### src/rtl/core/ccst_pkg.sv
`default_nettype none
// ----------------------------------------------------------------------------
// ccst_pkg: coin/credit service tick shared definitions
// Payload types, coinage table, register indexes and credit helpers.
// ----------------------------------------------------------------------------
package ccst_pkg;

  // Defaults for the top-level parameters
  localparam int unsigned DEBOUNCE_TICKS_DEF = 5;
  localparam int unsigned METER_PERIOD_DEF   = 50;

  // Fixed widths
  localparam int unsigned DEB_W     = 3;   // debounce count, up to 7 ticks
  localparam int unsigned TMR_W     = 6;   // meter timer, up to 63 ticks
  localparam int unsigned QUEUE_W   = 8;   // meter queue, wraps at 256
  localparam int unsigned BATCH_W   = 3;
  localparam int unsigned MODE_W    = 3;
  localparam int unsigned CRED_W    = 5;   // binary credits, 0..20
  localparam int unsigned CFG_IDX_W = 1;
  localparam int unsigned CFG_DAT_W = 3;

  localparam logic [CRED_W-1:0] CREDIT_CAP = 5'd20;

  // Configuration register indexes
  localparam logic [CFG_IDX_W-1:0] CFG_MODE_A = 1'b0;
  localparam logic [CFG_IDX_W-1:0] CFG_MODE_B = 1'b1;

  typedef struct packed {
    logic coin_line_a;
    logic coin_line_b;
    logic slam_switch;
    logic bookkeep_enable;
  } in_item_t;

  typedef struct packed {
    logic [5:0] credit_count;
    logic       credit_changed;
    logic [1:0] meter_lines;
    logic [1:0] coin_chime;
    logic       slam_alarm;
    logic       slam_hold;
    logic [1:0] coin_ledger;
    logic [2:0] service_add_a;
    logic [2:0] service_add_b;
  } out_item_t;

  // Coinage pairs: coins per batch, credits per batch
  localparam logic [2:0] COINS_PER_BATCH [8] = '{
    3'd1, 3'd1, 3'd1, 3'd4, 3'd3, 3'd2, 3'd2, 3'd1
  };
  localparam logic [2:0] BATCH_GRANT [8] = '{
    3'd2, 3'd3, 3'd5, 3'd5, 3'd4, 3'd3, 3'd1, 3'd1
  };

  // Saturating add of a batch onto the credit count
  function automatic logic [CRED_W-1:0] credit_add(input logic [CRED_W-1:0] c,
                                                   input logic [2:0] a);
    logic [CRED_W:0] sum;
    sum = {1'b0, c} + {3'b000, a};
    if (sum > {1'b0, CREDIT_CAP}) begin
      return CREDIT_CAP;
    end
    return sum[CRED_W-1:0];
  endfunction

  // Binary 0..20 to two BCD digits (tens digit trimmed to two bits)
  function automatic logic [5:0] credit_bcd(input logic [CRED_W-1:0] c);
    logic [1:0] tens;
    logic [CRED_W-1:0] ones;
    if (c >= 5'd20) begin
      tens = 2'd2;
      ones = c - 5'd20;
    end else if (c >= 5'd10) begin
      tens = 2'd1;
      ones = c - 5'd10;
    end else begin
      tens = 2'd0;
      ones = c;
    end
    return {tens, ones[3:0]};
  endfunction

endpackage
`default_nettype wire

### src/rtl/core/ccst_if.sv
`default_nettype none
// ----------------------------------------------------------------------------
// ccst_if: valid/ready channels of the coin/credit service tick
// One interface for the tick samples, one for the per-tick results.
// ----------------------------------------------------------------------------
interface ccst_in_if;
  logic               valid;
  logic               ready;
  ccst_pkg::in_item_t data;

  modport source (output valid, output data, input ready);
  modport sink   (input valid, input data, output ready);
endinterface

interface ccst_out_if;
  logic                valid;
  logic                ready;
  ccst_pkg::out_item_t data;

  modport source (output valid, output data, input ready);
  modport sink   (input valid, input data, output ready);
endinterface
`default_nettype wire

### src/rtl/core/coin_credit_service_tick.sv
`default_nettype none
// A result is registered as its tick is accepted, into the head or skid entry.
// Throughput: one tick per cycle while the skid entry is empty; the whole update is
//   one combinational pass from the state registers into the result register.
// A two-entry result buffer keeps input ready while one result waits.
// Reset (rst_n low, synchronous): credits, counters, queues and slam latch clear,
//   meter shadow goes to both bits set, coinage modes go to 0, buffer empties.
// ----------------------------------------------------------------------------
// coin_credit_service_tick: cabinet coin, slam and meter service
// Debounces coin lines, batches coins into BCD credits, handles the slam
// latch and drives the coin meter pulses, shared when both modes match.
// ----------------------------------------------------------------------------
module coin_credit_service_tick #(
  parameter int unsigned DEBOUNCE_TICKS = ccst_pkg::DEBOUNCE_TICKS_DEF,
  parameter int unsigned METER_PERIOD   = ccst_pkg::METER_PERIOD_DEF
) (
  input  logic                            clk,
  input  logic                            rst_n,
  ccst_in_if.sink                         in_ch,
  ccst_out_if.source                      out_ch,
  input  logic                            cfg_we,
  input  logic [ccst_pkg::CFG_IDX_W-1:0]  cfg_index,
  input  logic [ccst_pkg::CFG_DAT_W-1:0]  cfg_wdata
);
  import ccst_pkg::*;

  localparam logic [DEB_W-1:0] DEB_INIT  = DEB_W'(DEBOUNCE_TICKS);
  localparam logic [TMR_W-1:0] MET_INIT  = TMR_W'(METER_PERIOD);
  localparam logic [TMR_W-1:0] MET_HALF  = TMR_W'(METER_PERIOD / 2);

  // Configuration
  logic [MODE_W-1:0] mode_a_r, mode_b_r;

  // Service state
  logic [1:0]         prev_lines_r, prev_lines_nxt;
  logic               slam_r, slam_nxt;
  logic [DEB_W-1:0]   deb_r    [2];
  logic [DEB_W-1:0]   deb_nxt  [2];
  logic [QUEUE_W-1:0] queue_r  [2];
  logic [QUEUE_W-1:0] queue_nxt[2];
  logic [BATCH_W-1:0] batch_r  [2];
  logic [BATCH_W-1:0] batch_nxt[2];
  logic [TMR_W-1:0]   timer_r, timer_nxt;
  logic [1:0]         shadow_r, shadow_nxt;
  logic [CRED_W-1:0]  credits_r, credits_nxt;

  // Result buffer: head entry drives the port, skid catches a stalled result
  out_item_t head_r, skid_r, result;
  logic      head_vld_r, skid_vld_r;

  logic in_fire, out_fire;

  assign in_ch.ready  = ~skid_vld_r;
  assign in_fire      = in_ch.valid & ~skid_vld_r;
  assign out_ch.valid = head_vld_r;
  assign out_ch.data  = head_r;
  assign out_fire     = head_vld_r & out_ch.ready;

  // ---------------------------------------------------------------------------
  // One-tick update
  // ---------------------------------------------------------------------------
  always_comb begin
    logic [1:0]         lines, edges, fire, full, chime, ledger;
    logic               hold, alarm, bk, arm;
    logic [DEB_W-1:0]   deb;
    logic [BATCH_W-1:0] bc, bc_inc;
    logic [MODE_W-1:0]  mode;
    logic [2:0]         add [2];
    logic [CRED_W-1:0]  c_slam, c_a;
    logic [TMR_W-1:0]   t;
    logic [1:0]         sh;
    logic [QUEUE_W-1:0] q0, q1;

    lines = {in_ch.data.coin_line_b, in_ch.data.coin_line_a};
    bk    = in_ch.data.bookkeep_enable;

    // Slam: first press latches, voids batches, debits one credit
    hold     = ~in_ch.data.slam_switch;
    alarm    = hold & ~slam_r;
    slam_nxt = slam_r | hold;

    // Any change on a coin line restarts its debounce
    edges          = lines ^ prev_lines_r;
    prev_lines_nxt = lines;

    for (int m = 0; m < 2; m++) begin
      deb         = edges[m] ? DEB_INIT : deb_r[m];
      deb_nxt[m]  = (deb != '0) ? deb - 1'b1 : '0;
      fire[m]     = (deb == DEB_W'(1)) & ~lines[m];
      mode        = (m == 0) ? mode_a_r : mode_b_r;
      bc          = alarm ? '0 : batch_r[m];
      bc_inc      = bc + 1'b1;
      full[m]     = fire[m] & (bc_inc >= COINS_PER_BATCH[mode]);
      batch_nxt[m] = fire[m] ? (full[m] ? '0 : bc_inc) : bc;
      ledger[m]   = fire[m] & bk;
      chime[m]    = fire[m];
      add[m]      = full[m] ? BATCH_GRANT[mode] : 3'd0;
    end

    // Credits: slam debit, then mechanism one batch, then mechanism two
    c_slam      = (alarm && credits_r != '0) ? credits_r - 1'b1 : credits_r;
    c_a         = credit_add(c_slam, add[0]);
    credits_nxt = credit_add(c_a, add[1]);

    // Meter pulses: bookkept coins queue first, then release at half
    // period or arm the next queued coin at zero
    t   = timer_r;
    sh  = shadow_r;
    q0  = ledger[0] ? queue_r[0] + 1'b1 : queue_r[0];
    q1  = ledger[1] ? queue_r[1] + 1'b1 : queue_r[1];
    arm = 1'b1;
    if (t != '0) begin
      t = t - 1'b1;
      if (t != '0) begin
        if (t == MET_HALF) begin
          sh = 2'b11;
        end
        arm = 1'b0;
      end
    end
    if (arm) begin
      if (q0 != '0) begin
        q0    = q0 - 1'b1;
        sh[0] = 1'b0;
        t     = MET_INIT;
      end
      if (q1 != '0) begin
        if (mode_a_r == mode_b_r) begin
          // shared meter line: waits if mechanism one just armed
          if (sh[0]) begin
            sh[0] = 1'b0;
            q1    = q1 - 1'b1;
            t     = MET_INIT;
          end
        end else begin
          sh[1] = 1'b0;
          q1    = q1 - 1'b1;
          t     = MET_INIT;
        end
      end
    end
    timer_nxt    = t;
    shadow_nxt   = sh;
    queue_nxt[0] = q0;
    queue_nxt[1] = q1;

    result.credit_count   = credit_bcd(credits_nxt);
    result.credit_changed = (alarm & (credits_r != '0)) | full[0] | full[1];
    result.meter_lines    = sh;
    result.coin_chime     = chime;
    result.slam_alarm     = alarm;
    result.slam_hold      = hold;
    result.coin_ledger    = ledger;
    result.service_add_a  = bk ? 3'd0 : add[0];
    result.service_add_b  = bk ? 3'd0 : add[1];
  end

  // ---------------------------------------------------------------------------
  // Registers
  // ---------------------------------------------------------------------------
  always_ff @(posedge clk) begin
    if (!rst_n) begin
      mode_a_r <= '0;
      mode_b_r <= '0;
    end else if (cfg_we) begin
      unique case (cfg_index)
        CFG_MODE_A: mode_a_r <= cfg_wdata;
        CFG_MODE_B: mode_b_r <= cfg_wdata;
        default:    ;
      endcase
    end
  end

  always_ff @(posedge clk) begin
    if (!rst_n) begin
      prev_lines_r <= '0;
      slam_r       <= 1'b0;
      deb_r        <= '{default: '0};
      queue_r      <= '{default: '0};
      batch_r      <= '{default: '0};
      timer_r      <= '0;
      shadow_r     <= 2'b11;
      credits_r    <= '0;
    end else if (in_fire) begin
      prev_lines_r <= prev_lines_nxt;
      slam_r       <= slam_nxt;
      deb_r        <= deb_nxt;
      queue_r      <= queue_nxt;
      batch_r      <= batch_nxt;
      timer_r      <= timer_nxt;
      shadow_r     <= shadow_nxt;
      credits_r    <= credits_nxt;
    end
  end

  always_ff @(posedge clk) begin
    if (!rst_n) begin
      head_vld_r <= 1'b0;
      skid_vld_r <= 1'b0;
    end else if (out_fire) begin
      if (skid_vld_r) begin
        skid_vld_r <= 1'b0;
      end else begin
        head_vld_r <= in_fire;
      end
    end else if (in_fire) begin
      if (head_vld_r) begin
        skid_vld_r <= 1'b1;
      end else begin
        head_vld_r <= 1'b1;
      end
    end
  end

  always_ff @(posedge clk) begin
    if (out_fire) begin
      head_r <= skid_vld_r ? skid_r : result;
    end else if (in_fire) begin
      if (head_vld_r) begin
        skid_r <= result;
      end else begin
        head_r <= result;
      end
    end
  end

endmodule
`default_nettype wire

### src/flat_wrapper.sv
// flat-port wrapper written by rule: the top's interface ports become plain ports
module coin_credit_service_tick_flat import ccst_pkg::*;
#(
  parameter int unsigned DEBOUNCE_TICKS = ccst_pkg::DEBOUNCE_TICKS_DEF,
  parameter int unsigned METER_PERIOD   = ccst_pkg::METER_PERIOD_DEF
)
  (clk, rst_n, cfg_we, cfg_index, cfg_wdata, in_ch_valid, in_ch_data, in_ch_ready, out_ch_valid, out_ch_data, out_ch_ready);
  ccst_in_if in_ch_i ();
  ccst_out_if out_ch_i ();
  input  logic clk;
  input  logic rst_n;
  input  logic cfg_we;
  input  logic [ccst_pkg::CFG_IDX_W-1:0] cfg_index;
  input  logic [ccst_pkg::CFG_DAT_W-1:0] cfg_wdata;
  input wire logic [$bits(in_ch_i.valid)-1:0] in_ch_valid;
  input wire logic [$bits(in_ch_i.data)-1:0] in_ch_data;
  output wire logic [$bits(in_ch_i.ready)-1:0] in_ch_ready;
  output wire logic [$bits(out_ch_i.valid)-1:0] out_ch_valid;
  output wire logic [$bits(out_ch_i.data)-1:0] out_ch_data;
  input wire logic [$bits(out_ch_i.ready)-1:0] out_ch_ready;
  assign in_ch_i.valid = in_ch_valid;
  assign in_ch_i.data = in_ch_data;
  assign in_ch_ready = in_ch_i.ready;
  assign out_ch_valid = out_ch_i.valid;
  assign out_ch_data = out_ch_i.data;
  assign out_ch_i.ready = out_ch_ready;
  coin_credit_service_tick #(.DEBOUNCE_TICKS(DEBOUNCE_TICKS), .METER_PERIOD(METER_PERIOD)) u_core (.clk(clk), .rst_n(rst_n), .in_ch(in_ch_i), .out_ch(out_ch_i), .cfg_we(cfg_we), .cfg_index(cfg_index), .cfg_wdata(cfg_wdata));
endmodule
### config.mk
export PLATFORM = sky130hd
export DESIGN_NAME = coin_credit_service_tick_flat
export DESIGN_NICKNAME = d
export VERILOG_FILES = /design/src/rtl/core/ccst_pkg.sv /design/src/rtl/core/ccst_if.sv /design/src/rtl/core/coin_credit_service_tick.sv /design/src/flat_wrapper.sv
export SDC_FILE = /design/constraint.sdc
export NUM_CORES = 1
export LEC_CHECK = 0
export BUFFER_PORTS_ARGS = -buffer_cell sky130_fd_sc_hd__buf_2
export CELL_PAD_IN_SITES_DETAIL_PLACEMENT = 0
export CELL_PAD_IN_SITES_GLOBAL_PLACEMENT = 2
export CORE_ASPECT_RATIO = 0.5
export CORE_MARGIN = 1.5
export CORE_UTILIZATION = 39
export CTS_CLUSTER_SIZE = 12
export DETAILED_ROUTE_END_ITERATION = 8
export PLACE_DENSITY = 0.91
export SYNTH_ARGS = -nofsm -noshare
export SYNTH_HDL_FRONTEND = slang
export SYNTH_SLANG_ARGS = --single-unit
### constraint.sdc
create_clock -name clk -period 8.2 [get_ports clk]
set_clock_uncertainty 0.15 [all_clocks]
set_input_delay 0.82 -clock clk [delete_from_list [all_inputs] [get_ports clk]]
set_output_delay 0.82 -clock clk [all_outputs]
set_load 0.02 [all_outputs]
==> results.sh <==
export IMPL_ys_top_cells_by_count="98 x nand2_1, 52 x dfxtp_1, 42 x edfxtp_1, 42 x nor2_1, 38 x ha_1"
export IMPL_fill_cells=1534
export IMPL_worst_pin_slew_ns=1.108
export IMPL_relSlewSlack_pct=26.13
export IMPL_r2r_end="u_core.skid_r[18]$_DFFE_PP_"
export IMPL_swShare_pct=41.47
export IMPL_synth_top_cell_by_area="edfxtp_1"
export IMPL_place_area_um2=6594
export IMPL_syn_to_final_growth_pct=9.962
export IMPL_antenna_cells=0
export IMPL_grt_remaining_overflow=0
export IMPL_num_vias=5035
export IMPL_clockPowerShare_pct=20.2
export IMPL_synth_area_leaders="edfxtp_1 20%, dfxtp_1 17%, ha_1 7.6%"
export IMPL_rsz0062_at_grt="no"
export IMPL_period_needed_ns=7.544
export IMPL_met1Wirelength_um=7050
export IMPL_multi_input_area_um2=3674
export IMPL_finish_utilization_pct=44.27
export IMPL_clock_path_buffers=2
export IMPL_outcome="completed"
export IMPL_async_reset_ff_share_pct=0
export IMPL_p_int_uw=1196
export IMPL_synthFlopType="dfxtp_1"
export IMPL_grt_max_degree=54
export IMPL_pwr_share_comb_pct=46.5
export IMPL_routed_via_density=5.397
export IMPL_cp_max_fo=6
export IMPL_clk_latency_ns=0.35
export IMPL_p_seq_share_pct=33.3
export IMPL_layout_drive_gt1_share_pct=12.07
export IMPL_regArea_um2=2302
export IMPL_rows=32
export IMPL_cts_tree="done"
export IMPL_cts_hold_buffers=0
export IMPL_setup_viol_count_final=0
export IMPL_place_congestion=0.8250
export IMPL_synth_top_area_share_pct=20.16
export IMPL_drt_iter0_drc=342
export IMPL_drc=0
export IMPL_max_stage_delay_ns=0.44
export IMPL_cts_resized_gates=0
export IMPL_p_switching_uw=847.8
export IMPL_cts_post_setup_buffers_inserted=0
export IMPL_critPathArrivalTime_ns=7.50
export IMPL_end_kind="flip-flop"
export IMPL_die_y_um=92.55
export IMPL_highest_layer="met4"
export IMPL_core_um2=15530
export IMPL_syn_area_um2=6255
export IMPL_dieArea_um2=16850
export IMPL_power_leakage_uw=0.002672
export IMPL_r2r_start="u_core.mode_a_r[1]$_SDFFE_PN0P_"
export IMPL_cts_buffers=9
export IMPL_peakVddDrop_uv=132.2
export IMPL_drt_pass1_iterations=4
export IMPL_yosysWarnings=0
export IMPL_required_ns=8.15
export IMPL_ant_nets=0
export IMPL_final_area_um2=6878
export IMPL_path_clk_slew_ns=0.07
export IMPL_dr_wl_met2_um=6339
export IMPL_syn_mean_instance_area_um2=8.885
export IMPL_power_density_nw_per_um2=297.2
export IMPL_grt_pass1_vias=4688
export IMPL_die_x_um=182.1
export IMPL_synth_most_common_cell="nand2_1"
export IMPL_crit_type="input port to flip-flop"
export IMPL_worst_path_max_delay_cell="xnor2_1"
export IMPL_ios=36
export IMPL_holdCritPathClass="flip-flop to flip-flop"
export IMPL_wl_met3_um=376
export IMPL_max_cap_viol_count=0
export IMPL_layout_nets=777
export IMPL_dp_hpwl_um=9779
export IMPL_hold_path_cell_count=2
export IMPL_drv_slew=0
export IMPL_start_util_pct=40.26
export IMPL_clock_root_buffer="clkbuf_16"
export IMPL_yosys_cell_types_count=83
export IMPL_setup_tns_ns=0
export IMPL_crit_top_cell="ha_1"
export IMPL_antenna_found_initial=0
export IMPL_synth_seq_cells=94
export IMPL_synthCells=704
export IMPL_synth_edff_count=42
export IMPL_fmax_mhz=132.6
export IMPL_crit_path_start_kind="input port"
export IMPL_wl_per_cell_um=14.94
export IMPL_hold_viol_final=0
export IMPL_grt_usage_pct=17.25
export IMPL_rrSetupSlack_ns=0.86
export IMPL_cts_sinks=94
export IMPL_syn_nets=757
export IMPL_final_period_utilization_pct=92.00
export IMPL_cts_htree_levels=3
export IMPL_grt_first_pass_wirelength_um=23250
export IMPL_reg2regPathDepth=33
export IMPL_routed_wl_um=13940
export IMPL_worstHoldEndpoint="u_core.shadow_r[1]$_SDFFE_PN1P_"
export IMPL_yosysSeqAreaShare_pct=36.81
export IMPL_portBuffers=35
export IMPL_min_from="u_core.shadow_r[1]$_SDFFE_PN1P_"
[worst max-delay path: cells and delay by family]
family	cells	cell delay, ns
buffers and inverters	6	0.55
AND/OR/NAND/NOR	8	1.46
adder cells (fa/ha/maj)	6	1.64
AO/OA/AOI/OAI	11	2.38
multiplexers	1	0.21
XOR/XNOR	1	0.44
[worst max path at each step]
stage,start,to,cells past startpoint
after floorplan,in_ch_data[1],u_core.skid_r[18]$_DFFE_PP_,31
after CTS,in_ch_data[1],u_core.skid_r[18]$_DFFE_PP_,33
final,in_ch_data[1],u_core.skid_r[18]$_DFFE_PP_,33
after global placement,in_ch_data[1],u_core.skid_r[18]$_DFFE_PP_,31
after global routing,in_ch_data[1],u_core.skid_r[18]$_DFFE_PP_,33
after detailed placement,in_ch_data[1],u_core.skid_r[18]$_DFFE_PP_,33
[cell usage in the layout (no fill, tap or decap), types with 5 or more instances in the layout]
master / n
nand3_1: 26
nor2_1: 41
ha_1: 38
edfxtp_1: 42
a21boi_0: 19
clkbuf_16: 9
o211ai_1: 5
buf_2: 35
nor3_1: 21
or3_1: 8
inv_1: 36
nor3b_1: 5
nor4_1: 8
and3_1: 5
buf_4: 6
nand2_1: 98
mux2_2: 5
and2_1: 11
o31ai_1: 7
o21ai_0: 27
xor2_1: 7
a21o_1: 7
xnor2_1: 26
nand4_1: 9
nand2b_1: 15
a21oi_1: 30
mux2i_1: 18
dfxtp_1: 52
nor2b_1: 19
[power by group through the flow]
stage          Sequential [µW]  Clock [µW]  Combinational, µW
6_report                   680         413                951
5_1_grt                    695         439               1070
4_1_cts                    679         424                954
3_5_place_dp               690           0                946
3_3_place_gp               690           0                940
2_1_floorplan              665           0                791
[registers in the layout, indices dropped and copies added, names as in the netlist]
register / count
u_core.queue_r: 16
u_core.skid_r: 21
u_core.mode_a_r: 3
u_core.batch_r: 6
u_core.out_ch.valid: 1
u_core.timer_r: 6
u_core.deb_r: 6
u_core.credits_r: 5
u_core.mode_b_r: 3
u_core.prev_lines_r: 2
u_core.skid_vld_r: 1
u_core.out_ch.data: 21
u_core.slam_r: 1
u_core.shadow_r: 2
[layout make-up]
cell class                 instances  share of cell area [%]
clock buffer                      10                   3.329
clock inverter                     6                  0.8004
inverter                          38                   2.074
multi-input combinational        540                   53.41
sequential                        94                   33.47
tap                              204                   3.711
timing repair buffer              41                   3.202
[per-layer routing]
metal | vias to the layer above | track usage [%]
li1 | 2567 | -
met4 | 0 | 4.683
met5 | - | 0
met1 | 2380 | 23.03
met2 | 73 | 28.70
met3 | 15 | 3.264
[kinds of logic (layout without fill, tap and decap cells)]
kind of cell | after synthesis | count (layout) | synth area share [%]
fa+ha+maj | 40 | 40 | 8.242
simple gates | 294 | 294 | 24.84
buf+inv | 70 | 95 | 4.601
mux | 24 | 24 | 4.021
compound gates | 149 | 149 | 16.86
flops | 94 | 94 | 36.81
xor+xnor | 33 | 33 | 4.621
[per-stage QoR]
step,instances,hold WS [ns],setup WS (ns),total power [µW]
floorplan,704,0.2863,0.8167,1456
global placement,917,0.3122,0.5193,1630
detailed placement,917,0.3187,0.3498,1636
CTS,933,0.3271,0.6954,2057
global route,933,0.3517,0.07970,2198
finish,933,0.3248,0.6562,2044
Power figures use the tool's default switching activity.
